===== src/design/trl_pkg.sv =====
`timescale 1ns / 1ps
// ----------------------------------------------------------------------------
// Threshold alert rule engine package
// Item formats, codes and constants shared by the interfaces, the rule cell
// and the top level.
// ----------------------------------------------------------------------------
package trl_pkg;

	typedef enum logic [1:0] {
		KIND_READ   = 2'd0,
		KIND_WRITE  = 2'd1,
		KIND_SNOOZE = 2'd2,
		KIND_POP    = 2'd3
	} kind_t;

	typedef enum logic [1:0] {
		EV_FIRE  = 2'd0,
		EV_POP   = 2'd1,
		EV_EMPTY = 2'd2,
		EV_ACK   = 2'd3
	} event_kind_t;

	localparam logic [2:0] OP_GT    = 3'd0;
	localparam logic [2:0] OP_LT    = 3'd1;
	localparam logic [2:0] OP_GE    = 3'd2;
	localparam logic [2:0] OP_LE    = 3'd3;
	localparam logic [2:0] OP_EQ    = 3'd4;
	localparam logic [2:0] OP_NEVER = 3'd5;

	localparam logic       REG_ACTIVE_RULES = 1'b0;
	localparam logic       REG_EQUAL_TOL    = 1'b1;
	localparam logic [15:0] TOL_RESET       = 16'd66;
	localparam logic [3:0]  MAX_RESULTS     = 4'd8;

	typedef struct packed {
		kind_t              kind;
		logic [2:0]         rule_index;
		logic [15:0]        sensor_id;
		logic [7:0]         metric_id;
		logic signed [31:0] sample_value;
		logic [31:0]        now_time;
		logic [2:0]         op_code;
		logic signed [31:0] threshold;
		logic [31:0]        hold_seconds;
		logic               enabled;
		logic [1:0]         notify_mask;
		logic [31:0]        snooze_deadline;
	} in_item_t;

	typedef struct packed {
		event_kind_t        event_kind;
		logic [2:0]         fired_rule;
		logic signed [31:0] event_value;
		logic [31:0]        event_time;
		logic               toast_wanted;
		logic               publish_wanted;
		logic               last_result;
	} out_item_t;

	// reading token handed from cell to cell
	typedef struct packed {
		logic               vld;
		logic [15:0]        sensor;
		logic [7:0]         metric;
		logic signed [31:0] value;
		logic [31:0]        now;
	} tok_t;

	// rule write or snooze broadcast to every cell
	typedef struct packed {
		logic     wr;
		logic     snz;
		in_item_t item;
	} cmd_t;

	// fire report of the cell holding the token
	typedef struct packed {
		logic fire;
		logic tw;
		logic pw;
	} hit_t;

endpackage


===== src/design/trl_if.sv =====
`timescale 1ns / 1ps
// ----------------------------------------------------------------------------
// Threshold alert rule engine channels
// Valid/ready channels for input items and result items.
// ----------------------------------------------------------------------------
interface trl_in_if;
	import trl_pkg::*;
	logic     valid;
	logic     ready;
	in_item_t data;
	modport source (output valid, output data, input ready);
	modport sink (input valid, input data, output ready);
endinterface

interface trl_out_if;
	import trl_pkg::*;
	logic      valid;
	logic      ready;
	out_item_t data;
	modport source (output valid, output data, input ready);
	modport sink (input valid, input data, output ready);
endinterface


===== src/design/trl_cell.sv =====
`timescale 1ns / 1ps
// ----------------------------------------------------------------------------
// Rule cell
// Holds one alert rule and its hold/firing state, checks the reading token
// when it sits here and hands the token on at each step.
// ----------------------------------------------------------------------------
module trl_cell #(
	parameter int IDX = 0
) (
	input  logic                clk,
	input  logic                arst_n,
	input  logic                step,
	input  trl_pkg::cmd_t       cmd,
	input  logic [3:0]          active_rules,
	input  logic [15:0]         tol,
	input  trl_pkg::tok_t       tok_in,
	output trl_pkg::tok_t       tok_out,
	output trl_pkg::hit_t       hit
);
	import trl_pkg::*;

	logic [15:0]        sensor_q;
	logic [7:0]         metric_q;
	logic [2:0]         op_q;
	logic signed [31:0] thr_q;
	logic [31:0]        hold_q;
	logic [1:0]         notify_q;
	logic               en_q;
	logic [31:0]        snooze_q;
	logic [31:0]        fmt_q;
	logic               fmv_q;
	logic               firing_q;
	tok_t               tok_q;

	logic               slot_on;
	logic               sel;
	logic               match;
	logic               cond;
	logic               met;
	logic               eval;
	logic signed [32:0] diff;
	logic [32:0]        mag;
	logic [31:0]        since;

	assign slot_on = 6'(IDX) < {2'b00, active_rules};
	assign sel     = (IDX == int'(cmd.item.rule_index));
	assign eval    = step && tok_q.vld;

	// compare the reading against the threshold
	always_comb begin
		diff = {tok_q.value[31], tok_q.value} - {thr_q[31], thr_q};
		mag  = diff[32] ? 33'(-diff) : 33'(diff);
		case (op_q)
			OP_GT:   cond = tok_q.value > thr_q;
			OP_LT:   cond = tok_q.value < thr_q;
			OP_GE:   cond = tok_q.value >= thr_q;
			OP_LE:   cond = tok_q.value <= thr_q;
			OP_EQ:   cond = mag < {17'd0, tol};
			default: cond = 1'b0;
		endcase
	end

	// qualify the rule and test the hold time
	always_comb begin
		match = en_q && slot_on && !(snooze_q != 32'd0 && tok_q.now < snooze_q)
			&& sensor_q == tok_q.sensor && metric_q == tok_q.metric;
		since = fmv_q ? (tok_q.now - fmt_q) : 32'd0;
		met   = (hold_q == 32'd0) || (since >= hold_q);
		hit.fire = tok_q.vld && match && cond && !firing_q && met;
		hit.tw   = hit.fire && notify_q[0];
		hit.pw   = hit.fire && notify_q[1];
	end

	assign tok_out = tok_q;

	// advance the token
	always_ff @(posedge clk or negedge arst_n) begin
		if (!arst_n) begin
			tok_q.vld <= 1'b0;
		end else if (step) begin
			tok_q <= tok_in;
		end
	end

	// rule fields without reset
	always_ff @(posedge clk) begin
		if (cmd.wr && sel) begin
			sensor_q <= cmd.item.sensor_id;
			metric_q <= cmd.item.metric_id;
			op_q     <= cmd.item.op_code;
			thr_q    <= cmd.item.threshold;
			hold_q   <= cmd.item.hold_seconds;
			notify_q <= (cmd.item.notify_mask == 2'd0) ? 2'd1 : cmd.item.notify_mask;
		end
		if (eval && match && cond && !fmv_q) begin
			fmt_q <= tok_q.now;
		end
	end

	// enable, snooze and hold/firing state
	always_ff @(posedge clk or negedge arst_n) begin
		if (!arst_n) begin
			en_q     <= 1'b0;
			snooze_q <= '0;
			fmv_q    <= 1'b0;
			firing_q <= 1'b0;
		end else if (cmd.wr && sel) begin
			en_q     <= cmd.item.enabled;
			snooze_q <= cmd.item.snooze_deadline;
			fmv_q    <= 1'b0;
			firing_q <= 1'b0;
		end else if (cmd.snz && sel && slot_on) begin
			snooze_q <= cmd.item.snooze_deadline;
			fmv_q    <= 1'b0;
			firing_q <= 1'b0;
		end else if (eval && match) begin
			if (cond) begin
				fmv_q <= 1'b1;
				if (hit.fire) begin
					firing_q <= 1'b1;
				end
			end else begin
				fmv_q    <= 1'b0;
				firing_q <= 1'b0;
			end
		end
	end

endmodule


===== src/design/threshold_alert_rule_engine.sv =====
`timescale 1ns / 1ps
// ----------------------------------------------------------------------------
// Threshold alert rule engine
// Rule table as a chain of rule cells, toast ring and result sequencer.
// ----------------------------------------------------------------------------
// Use: items arrive on in_ch (valid/ready). A reading is loaded as a token
// that walks the chain of RULE_SLOTS rule cells, one cell per step; a step
// is taken only while the output register is free.
// Each fire gives one result on out_ch in slot order (at most eight); the
// last result of an item carries last_result. A reading with no fire gives
// no result. Rule writes and snoozes are taken at acceptance and answered
// by an acknowledge from the S_ACK state; a toast pop reads the ring through
// a registered read port (S_POPRD) and answers from S_POP. One item is worked
// on at a time; in_ch.ready is high only while the sequencer is idle.
// The output register lets a new item be accepted while the last result
// still waits; when out_ch stalls, the chain holds its token and all state.
// Reset clears rule enables, snoozes, hold state and the toast pointers;
// rule fields and toast entries are undefined until written.
// Registers: active_rules at byte 0, equal_tolerance at byte 4 (APB).
// ----------------------------------------------------------------------------
module threshold_alert_rule_engine #(
	parameter int RULE_SLOTS  = 8,
	parameter int TOAST_DEPTH = 8
) (
	input  logic        clk,
	input  logic        arst_n,
	trl_in_if.sink      in_ch,
	trl_out_if.source   out_ch,
	input  logic        psel,
	input  logic        penable,
	input  logic        pwrite,
	input  logic [2:0]  paddr,
	input  logic [31:0] pwdata,
	output logic [31:0] prdata,
	output logic        pready
);
	import trl_pkg::*;

	localparam int TPW = $clog2(TOAST_DEPTH);
	localparam int KW  = $clog2(RULE_SLOTS + 1);

	typedef enum logic [2:0] {
		S_IDLE, S_RUN, S_FLUSH, S_ACK, S_POPRD, S_POP
	} state_t;

	typedef struct packed {
		logic [2:0]  rule;
		logic [31:0] value;
		logic [31:0] now;
	} toast_t;

	state_t             state_q;
	logic [3:0]         active_q;
	logic [15:0]        tol_q;
	tok_t               start_q;
	tok_t               chain [RULE_SLOTS+1];
	hit_t               hits [RULE_SLOTS];
	hit_t               hit;
	logic [RULE_SLOTS-1:0] cell_vld;
	cmd_t               cmd;
	logic [KW-1:0]      k_q;
	logic [3:0]         nres_q;
	logic               pend_v_q;
	out_item_t          pend_q;
	out_item_t          out_q;
	logic               out_v_q;
	logic [2:0]         ack_idx_q;
	logic [TPW-1:0]     head_q;
	logic [TPW-1:0]     tail_q;
	toast_t             ring [TOAST_DEPTH];
	toast_t             rd_q;
	logic               out_free;
	logic               step;
	logic               evaluating;
	logic               accept;
	logic               push;

	function automatic logic [TPW-1:0] ptr_inc(input logic [TPW-1:0] p);
		return (p == TPW'(TOAST_DEPTH - 1)) ? '0 : p + 1'b1;
	endfunction

	// configuration port
	assign pready = 1'b1;
	assign prdata = (paddr[2] == REG_EQUAL_TOL) ? {16'd0, tol_q} : {28'd0, active_q};

	always_ff @(posedge clk or negedge arst_n) begin
		if (!arst_n) begin
			active_q <= '0;
			tol_q    <= TOL_RESET;
		end else if (psel && penable && pwrite && pready) begin
			if (paddr[2] == REG_ACTIVE_RULES) begin
				active_q <= pwdata[3:0];
			end else begin
				tol_q <= pwdata[15:0];
			end
		end
	end

	// handshake and broadcast of rule commands
	assign in_ch.ready  = (state_q == S_IDLE);
	assign accept       = in_ch.valid && in_ch.ready;
	assign out_free     = !out_v_q || out_ch.ready;
	assign step         = (state_q == S_RUN) && out_free;
	assign out_ch.valid = out_v_q;
	assign out_ch.data  = out_q;

	assign cmd = '{wr: accept && in_ch.data.kind == KIND_WRITE,
		snz: accept && in_ch.data.kind == KIND_SNOOZE, item: in_ch.data};

	// chain of rule cells
	assign chain[0] = start_q;
	for (genvar g = 0; g < RULE_SLOTS; g++) begin : g_cell
		trl_cell #(.IDX(g)) u_cell (
			.clk          (clk),
			.arst_n       (arst_n),
			.step         (step),
			.cmd          (cmd),
			.active_rules (active_q),
			.tol          (tol_q),
			.tok_in       (chain[g]),
			.tok_out      (chain[g+1]),
			.hit          (hits[g])
		);
		assign cell_vld[g] = chain[g+1].vld;
	end

	// gather the report of the one cell holding the token
	always_comb begin
		hit = '0;
		for (int i = 0; i < RULE_SLOTS; i++) begin
			hit = hit | hits[i];
		end
	end

	assign evaluating = |cell_vld;
	assign push       = step && hit.fire && hit.tw;

	// toast ring storage
	always_ff @(posedge clk) begin
		if (push) begin
			ring[head_q] <= '{rule: 3'(k_q), value: start_q.value, now: start_q.now};
		end
		rd_q <= ring[tail_q];
	end

	// sequencer, pointers, start token and result register
	always_ff @(posedge clk or negedge arst_n) begin
		if (!arst_n) begin
			state_q     <= S_IDLE;
			start_q.vld <= 1'b0;
			k_q         <= '0;
			nres_q      <= '0;
			pend_v_q    <= 1'b0;
			out_v_q     <= 1'b0;
			head_q      <= '0;
			tail_q      <= '0;
			ack_idx_q   <= '0;
		end else begin
			if (out_ch.ready) begin
				out_v_q <= 1'b0;
			end
			case (state_q)
				S_IDLE: begin
					if (accept) begin
						ack_idx_q      <= in_ch.data.rule_index;
						start_q.sensor <= in_ch.data.sensor_id;
						start_q.metric <= in_ch.data.metric_id;
						start_q.value  <= in_ch.data.sample_value;
						start_q.now    <= in_ch.data.now_time;
						case (in_ch.data.kind)
							KIND_READ: begin
								start_q.vld <= 1'b1;
								k_q         <= '0;
								nres_q      <= '0;
								pend_v_q    <= 1'b0;
								state_q     <= S_RUN;
							end
							KIND_POP: state_q <= S_POPRD;
							default:  state_q <= S_ACK;
						endcase
					end
				end
				S_RUN: begin
					if (step) begin
						start_q.vld <= 1'b0;
						if (evaluating) begin
							k_q <= k_q + 1'b1;
						end
						if (hit.fire) begin
							if (hit.tw) begin
								head_q <= ptr_inc(head_q);
								if (ptr_inc(head_q) == tail_q) begin
									tail_q <= ptr_inc(tail_q);
								end
							end
							if (nres_q < MAX_RESULTS) begin
								if (pend_v_q) begin
									out_q   <= pend_q;
									out_v_q <= 1'b1;
								end
								pend_q <= '{event_kind: EV_FIRE, fired_rule: 3'(k_q),
									event_value: start_q.value, event_time: start_q.now,
									toast_wanted: hit.tw, publish_wanted: hit.pw,
									last_result: 1'b0};
								pend_v_q <= 1'b1;
								nres_q   <= nres_q + 1'b1;
							end
						end
						if (chain[RULE_SLOTS].vld) begin
							state_q <= S_FLUSH;
						end
					end
				end
				S_FLUSH: begin
					if (!pend_v_q) begin
						state_q <= S_IDLE;
					end else if (out_free) begin
						// release the held fire marked as the last result
						out_q    <= {pend_q[$bits(out_item_t)-1:1], 1'b1};
						out_v_q  <= 1'b1;
						pend_v_q <= 1'b0;
						state_q  <= S_IDLE;
					end
				end
				S_ACK: begin
					if (out_free) begin
						out_q <= '{event_kind: EV_ACK, fired_rule: ack_idx_q,
							event_value: '0, event_time: '0, toast_wanted: 1'b0,
							publish_wanted: 1'b0, last_result: 1'b1};
						out_v_q <= 1'b1;
						state_q <= S_IDLE;
					end
				end
				S_POPRD: state_q <= S_POP;
				S_POP: begin
					if (out_free) begin
						if (head_q != tail_q) begin
							out_q <= '{event_kind: EV_POP, fired_rule: rd_q.rule,
								event_value: rd_q.value, event_time: rd_q.now,
								toast_wanted: 1'b1, publish_wanted: 1'b0,
								last_result: 1'b1};
							tail_q <= ptr_inc(tail_q);
						end else begin
							out_q <= '{event_kind: EV_EMPTY, fired_rule: '0,
								event_value: '0, event_time: '0, toast_wanted: 1'b0,
								publish_wanted: 1'b0, last_result: 1'b1};
						end
						out_v_q <= 1'b1;
						state_q <= S_IDLE;
					end
				end
				default: state_q <= S_IDLE;
			endcase
		end
	end

	// only one reading token is ever in the chain
	a_one_token: assert property (@(posedge clk) disable iff (!arst_n)
		$onehot0({start_q.vld, cell_vld}))
		else $error("more than one reading token in the chain");

	// an idle sequencer leaves no token behind
	a_idle_empty: assert property (@(posedge clk) disable iff (!arst_n)
		state_q == S_IDLE |-> !start_q.vld && cell_vld == '0)
		else $error("token left in chain while idle");

	// no more than eight results per reading
	a_res_cap: assert property (@(posedge clk) disable iff (!arst_n)
		nres_q <= MAX_RESULTS)
		else $error("result count beyond limit");

	// a held fire only exists while a reading is being finished
	a_pend_busy: assert property (@(posedge clk) disable iff (!arst_n)
		pend_v_q |-> state_q == S_RUN || state_q == S_FLUSH)
		else $error("pending fire outside reading");

	// a pop never moves the tail on an empty ring
	a_pop_tail: assert property (@(posedge clk) disable iff (!arst_n)
		state_q == S_POP && out_free && head_q == tail_q |=> $stable(tail_q))
		else $error("tail moved on empty ring");

endmodule

===== src/flat_wrapper.sv =====
// flat-port wrapper written by rule: the top's interface ports become plain ports
module threshold_alert_rule_engine_flat import trl_pkg::*;
#(
	parameter int RULE_SLOTS  = 8,
	parameter int TOAST_DEPTH = 8
)
  (clk, arst_n, psel, penable, pwrite, paddr, pwdata, prdata, pready, in_ch_valid, in_ch_data, in_ch_ready, out_ch_valid, out_ch_data, out_ch_ready);
  trl_in_if in_ch_i ();
  trl_out_if out_ch_i ();
  input  logic clk;
  input  logic arst_n;
  input  logic psel;
  input  logic penable;
  input  logic pwrite;
  input  logic [2:0] paddr;
  input  logic [31:0] pwdata;
  output logic [31:0] prdata;
  output logic pready;
  input wire logic [$bits(in_ch_i.valid)-1:0] in_ch_valid;
  input wire logic [$bits(in_ch_i.data)-1:0] in_ch_data;
  output wire logic [$bits(in_ch_i.ready)-1:0] in_ch_ready;
  output wire logic [$bits(out_ch_i.valid)-1:0] out_ch_valid;
  output wire logic [$bits(out_ch_i.data)-1:0] out_ch_data;
  input wire logic [$bits(out_ch_i.ready)-1:0] out_ch_ready;
  assign in_ch_i.valid = in_ch_valid;
  assign in_ch_i.data = in_ch_data;
  assign in_ch_ready = in_ch_i.ready;
  assign out_ch_valid = out_ch_i.valid;
  assign out_ch_data = out_ch_i.data;
  assign out_ch_i.ready = out_ch_ready;
  threshold_alert_rule_engine #(.RULE_SLOTS(RULE_SLOTS), .TOAST_DEPTH(TOAST_DEPTH)) u_core (.clk(clk), .arst_n(arst_n), .in_ch(in_ch_i), .out_ch(out_ch_i), .psel(psel), .penable(penable), .pwrite(pwrite), .paddr(paddr), .pwdata(pwdata), .prdata(prdata), .pready(pready));
endmodule

===== config.mk =====
export PLATFORM = sky130hd
export DESIGN_NAME = threshold_alert_rule_engine_flat
export DESIGN_NICKNAME = d
export VERILOG_FILES = /design/src/design/trl_pkg.sv /design/src/design/trl_if.sv /design/src/design/trl_cell.sv /design/src/design/threshold_alert_rule_engine.sv /design/src/flat_wrapper.sv
export SDC_FILE = /design/constraint.sdc
export NUM_CORES = 2
export LEC_CHECK = 0
export BUFFER_PORTS_ARGS = -buffer_cell sky130_fd_sc_hd__buf_2
export CAP_MARGIN = 10
export CORE_UTILIZATION = 55
export DETAILED_ROUTE_END_ITERATION = 12
export PLACE_DENSITY = 0.71
export SETUP_SLACK_MARGIN = 0.1
export SLEW_MARGIN = 0
export SYNTH_ARGS = -nofsm -noshare
export SYNTH_HDL_FRONTEND = slang
export SYNTH_SLANG_ARGS = --single-unit
export TNS_END_PERCENT = 100

===== constraint.sdc =====
create_clock -name clk -period 35.4 [get_ports clk]
set_clock_uncertainty 0.05 [all_clocks]
set_input_delay 1.77 -clock clk [delete_from_list [all_inputs] [get_ports clk]]
set_output_delay 1.77 -clock clk [all_outputs]
set_load 0.02 [all_outputs]

==> Word-level counts from Yosys, hierarchy flattened <==
Memories as Yosys holds them, arrays and structs flattened. A register that Yosys moved wholly into a read port is not among the register bits.
Cells that the tools add are included.
{ "op_classes": {"add_sub_neg": 28, "magnitude_cmp": 65, "n_eq_ne": 90, "n_mux": 171, "n_bitwise": 8, "n_reduce_logical": 258} }
{ "ops": {"columns": ["operator", "count"], "rows": [
  ["32-bit 2-to-1 mux", 24],
  ["72-bit 2-to-1 mux", 9],
  ["32-bit >= comparator", 16],
  ["32-bit < comparator", 16],
  ["72-bit case mux with 4 select lines", 1],
  ["33-bit by 16-bit < comparator with 1-bit output", 8],
  ["33-bit 2-to-1 mux", 8],
  ["33-bit negation", 8],
  ["32-bit by 32-bit subtractor with 33-bit output", 8],
  ["32-bit greater-than comparator", 8],
  ["32-bit less-or-equal comparator", 8],
  ["32-bit zero test", 8],
  ["32-bit nonzero test", 8],
  ["32-bit subtractor", 8],
  ["1-bit logical AND", 152],
  ["16-bit == test", 8],
  ["1-bit 2-to-1 mux", 90],
  ["89-bit 2-to-1 mux", 1],
  ["8-bit == test", 8],
  ["3-bit by 2-bit == test with 1-bit output, second input constant", 18],
  ["1-bit case mux with 5 select lines", 8],
  ["3-bit 2-to-1 mux", 13],
  ["3-bit == test, second input constant", 12],
  ["3-bit zero test", 10],
  ["43 further kinds", 162]
]} }
{ "word_totals": {"ff_bits": 2264, "ramBits": 536, "input_bits": 237, "output_inout_bits": 107, "wordCells": 776, "n_memories": 1} }
{ "memory_table": {"columns": ["name", "words", "word_bits", "rd", "rd_clocked_by_memory_dff", "wr", "line_no", "rtl"], "rows": [
  ["u_core.ring", 8, 67, 1, 1, 1, "threshold_alert_rule_engine.sv:70", "toast_t ring [TOAST_DEPTH];"]
]} }

==> Longest topological paths before layout <==
{ "logic_depth": {"ltp_word": 22, "depth_mapped": 36, "ltp_nobuf": 35} }

==> Cells and area by module <==
A second synthesis with hierarchy kept.
{ "hier_totals": {"cells_unflattened": 12863, "hier_area_um2": 152887.9} }
{ "by_module_without_submodules": {"columns": ["module", "instances", "cells_each", "area_each_um2", "seq_area_each_um2"], "rows": [
  ["threshold_alert_rule_engine", 1, 1423, 31531.5, 25366.8],
  ["trl_cell (u_core.g_cell[7].u_cell)", 1, 1477, 15534.9, 7297.0],
  ["trl_cell (u_core.g_cell[0].u_cell)", 1, 1466, 15482.3, 7297.0],
  ["trl_cell (u_core.g_cell[1].u_cell)", 1, 1445, 15398.5, 7297.0],
  ["trl_cell (u_core.g_cell[3].u_cell)", 1, 1415, 15099.5, 7297.0],
  ["trl_cell (u_core.g_cell[6].u_cell)", 1, 1433, 15098.2, 7297.0],
  ["trl_cell (u_core.g_cell[4].u_cell)", 1, 1419, 15075.7, 7297.0],
  ["trl_cell (u_core.g_cell[2].u_cell)", 1, 1408, 14934.3, 7297.0],
  ["trl_cell (u_core.g_cell[5].u_cell)", 1, 1377, 14732.9, 7297.0]
]} }

==> Worst setup path after synthesis <==
Ideal clock, no wire load.
{ "synth_timing": {"kind": "input to register", "startpoint": "input port out_ch_ready", "endpoint": "register u_core.pend_q[10] (netlist name) (enable)", "setup_ns": 0.595, "arrival_time_ns": 21.923, "t_required_ns": 34.755, "path_slack_ns": 12.831, "path_stages": 4, "path_buffers": 1, "cell_sequence": "nand2b_1 > clkbuf_1 > and3_1 > nor3b_1"} }
{ "synth_via": {"elab_chain_len": 3} }
{ "synth_lines": {"columns": ["item", "line_no", "rtl"], "rows": [
  ["start: declaration", "flat_wrapper.sv:24", "input wire logic [$bits(out_ch_i.ready)-1:0] out_ch_ready;"],
  ["1-bit logical OR", "threshold_alert_rule_engine.sv:102", "assign out_free = !out_v_q || out_ch.ready;"],
  ["1-bit logical AND", "threshold_alert_rule_engine.sv:103", "assign step = (state_q == S_RUN) && out_free;"],
  ["5-bit AND reduction (no line)", null, null],
  ["end signal: assignment", "threshold_alert_rule_engine.sv:201", "pend_q <= '{event_kind: EV_FIRE, fired_rule: 3'(k_q),"],
  ["end: declaration", "threshold_alert_rule_engine.sv:64", "out_item_t pend_q;"]
]} }
Every way passes these cells.
A chain may end at the register's enable or synchronous reset.

==> run summary <==
Status - completed
Die Height - 525 microns
I/O Buffers - 308
Sw Share - 0.319
Routability cong. - 0.956
Peak VDD IR - 0.0673 mV
Final setup TNS - 0 ns
Yosys reg bits - 2,866
Pin count of the biggest net entering global routing - 179
Layout area overhead - 10.7%
FF/Latch Area - 83,800 sq um
Die area - 275,000 sq um
Syn Area/Cell - 12.0 sq um
Initial core utilization - 0.554
First-pass DRT Iterations - 7
Crit share post-route - 0.292
YS warnings - 0
Final core occ - 0.614
Power Density - 61.6 nW/um^2
Wire per inst - 24.8 microns
Arr. time, crit path - 10.83 ns
Dpl ws - 25.18 ns
Final WL - 416,000 microns
Via count - 103,964
Clock tree sinks - 2,866
Fillers - 20,798
Synthesized area - 150,000 sq um
Via count of the first global-routing pass - 101,806
Worst Tran Pin Value - 1.24 ns
Tmin final - 10.35 ns
Max incr delay on CP - 0.76 ns
Clk slew on worst S/H paths - 0.07 ns
Crit Path Category - flip-flop to flip-flop
Synth cell types - 103
Max-cap viol count - 0
Adder-cell share of the synthesized area - 0.0983
Leading cell types in the layout, fill and taps excluded - 2,469 x edfxtp_1, 1,222 x inv_1, 1,155 x ha_1, 673 x a21oi_1, 662 x o21ai_0
Comb pwr share - 0.249
Static leakage - 65.4 nW
CP Launch Type - flip-flop
Slowest stage cell, crit path - a2111oi_2
Clock Latency Late Sink - 0.93 ns
Largest family of logic cells by synthesized area - compound AO/OA/AOI/OAI gates
Cell internal pwr - 6.98 mW
Element type at the critical path end - flip-flop
Xor/xnor share of the synthesized area - 0.0378
Worst EP required - 35.87 ns
Synth Area in Compound Gates - 0.120
Slew Limit Headroom - 0.170
Hold Vio Cnt, Final - 0
Sequential share of power - 0.436
Hold_ws - 0.364 ns
First-pass GRT wire length - 615,000 microns
# rows - 191
Fin cells - 16,788
Net Sw Power - 3.27 mW
GRT Resource Usage Total - 0.295
Max frequency - 0.0966 GHz
Detailed placement HPWL - 311,000 microns
Postcts setup bufs - 0
EDFF count, synth - 2,469
# DRC - 0
Placed cell count - 16,196
Post-synthesis simple-gate area fraction - 0.108
Slew Viols, Final - 0
Post-cts hold buffer count - 0
CTS Buf Count - 303
Setup Viol. Count Final - 0
Grt ovf - 0
Initial antenna violation count - 73
Clock Path Buffers - 4
Async set or reset register ratio after synthesis - 0.115
HP Class - flip-flop to flip-flop
RSZ-0062 raised after global routing - no
Clk pwr share - 0.314
PostCTS Resize Cnt - 0
CTS tree - built
Fraction of layout cells with a size suffix above 1 - 0.104
Area of the multi-input gates - 61,000 sq um
Chip Width - 525 microns
Sequential share of the synthesized area - 0.557
Setup WS post-layout - 25.05 ns
Vias/cell - 6.19
CORE AREA - 271,000 sq um
CTS H-tree depth - 5
Post-route ant nets - 0
Synth Flop Type - edfxtp_1
# nets final - 14,341
Worst-path fanout max - 35
Leading cell type in the layout, fill and taps excluded - edfxtp_1
Synthesized instance count - 12,518
Root Driver - clkbuf_16
Multiplexer share of the synthesized area - 0.0398
Initial drt markers - 10,229
IO Count - 344
==> power by group through the flow <==
stage	registers, mW	logic [mW]	clock network (mW)
finish	4.47	2.56	3.22
global route	4.50	2.84	3.39
CTS	4.46	2.54	3.27
detailed placement	4.53	2.51	0
global placement	4.51	2.44	0
floorplan	4.52	1.82	0
==> routing by layer <==
layer  vias to the layer above  global-route usage  routed length (microns)
met5                         -                   0                       13
met4                         2               0.110                    15000
met3                       729              0.0363                    31500
met2                      4257               0.476                   193000
met1                     51212               0.410                   177000
li1                      47764                   -                        -
==> cell usage after synthesis (27+ instances only) <==
master	count	share of area
a21boi_0	29	0.0014
xor2_1	301	0.018
and3_1	96	0.0040
o21a_1	125	0.0062
nand2_1	650	0.016
or3_1	88	0.0037
mux4_2	134	0.020
ha_1	1155	0.096
nand4_1	233	0.0097
o21ai_0	663	0.022
a2111oi_0	36	0.0021
nor2b_1	145	0.0060
nor3b_1	46	0.0023
mux2_2	221	0.017
and2_1	168	0.0070
inv_1	1222	0.031
o211ai_1	91	0.0045
dfxtp_1	67	0.0089
a22o_1	74	0.0043
dfrtp_1	328	0.055
nand2b_1	127	0.0053
and4_1	27	0.0016
a211oi_1	124	0.0062
a211o_1	52	0.0030
o31ai_1	52	0.0026
or2_2	51	0.0021
a31oi_1	103	0.0043
nand3_1	228	0.0076
nor3_1	249	0.0083
or4_1	29	0.0014
mux2i_1	41	0.0027
o21bai_1	50	0.0025
buf_1	28	0.00070
xnor2_1	348	0.020
o2111ai_1	36	0.0021
clkbuf_1	275	0.0069
a21oi_1	676	0.023
nor4_1	237	0.0099
nor2_1	615	0.015
nor4b_1	27	0.0016
a21o_1	331	0.017
edfxtp_1	2469	0.49
==> cell type report <==
type,instances,area share
flip-flops and latches,2866,0.503
multi-input cells,8114,0.367
clock buffers,416,0.0508
inverters,1227,0.0277
well taps,3570,0.0268
repair buffers,421,0.0146
clock inverters,143,0.00974
diodes,31,0.000466
==> through the flow <==
stage	power [mW]	cell area, sq um
2_1_floorplan	6.34	150000
3_3_place_gp	6.95	156000
3_5_place_dp	7.04	156000
4_1_cts	10.3	166000
5_1_grt	10.7	166000
6_report	10.2	166000
==> sequential cells by signal, summed over array words and instances (netlist names), 16 cells and up <==
register	flops
u_core.g_cell.u_cell.thr_q	256
u_core.g_cell.u_cell.sensor_q	128
u_core.g_cell.u_cell.hold_q	256
u_core.tol_q	16
u_core.g_cell.u_cell.tok_out	712
u_core.chain	89
u_core.g_cell.u_cell.fmt_q	256
u_core.pend_q	69
u_core.g_cell.u_cell.notify_q	16
u_core.g_cell.u_cell.snooze_q	256
u_core.ring	536
u_core.rd_q	67
u_core.g_cell.u_cell.metric_q	64
u_core.g_cell.u_cell.op_q	24
u_core.out_ch.data	72
==> logic make-up after synthesis <==
family / Yosys count
muxes: 402
other: 2
AOI/OAI and AO/OA: 2767
xor gates and xnor gates: 649
DFF: 2866
adders and majority gates: 1171
and+or+nand+nor: 3108
buffers and inverters: 1553
==> critical path, delay by kind of cell, from the launching register on <==
kind	cells	cell delay [ns]
AOI/OAI and AO/OA	15	4.27
xor gates and xnor gates	1	0.15
adders and majority gates	2	0.75
buffers and inverters	3	1.49
DFF	1	0.44
and+or+nand+nor	8	2.74
==> final timing paths <==
path / start / slack, ns / depth (start not counted) / to
worst max-delay path: u_core.g_cell[3].u_cell.tok_out[37] / 25.05 / 29 / u_core.ring[3][40]
worst min-delay path: u_core.chain[781] / 0.36 / 0 / u_core.g_cell[0].u_cell.tok_out[69]
worst max register to register: u_core.g_cell[3].u_cell.tok_out[37] / 25.05 / 29 / u_core.ring[3][40]
worst min register to register: u_core.chain[781] / 0.36 / 0 / u_core.g_cell[0].u_cell.tok_out[69]
max in group asynchronous: arst_n / 31.87 / 4 / u_core.g_cell[2].u_cell.fmv_q
min in group asynchronous: arst_n / 0.68 / 1 / u_core.g_cell[7].u_cell.snooze_q[0]
(Power assumes the default switching activity.)
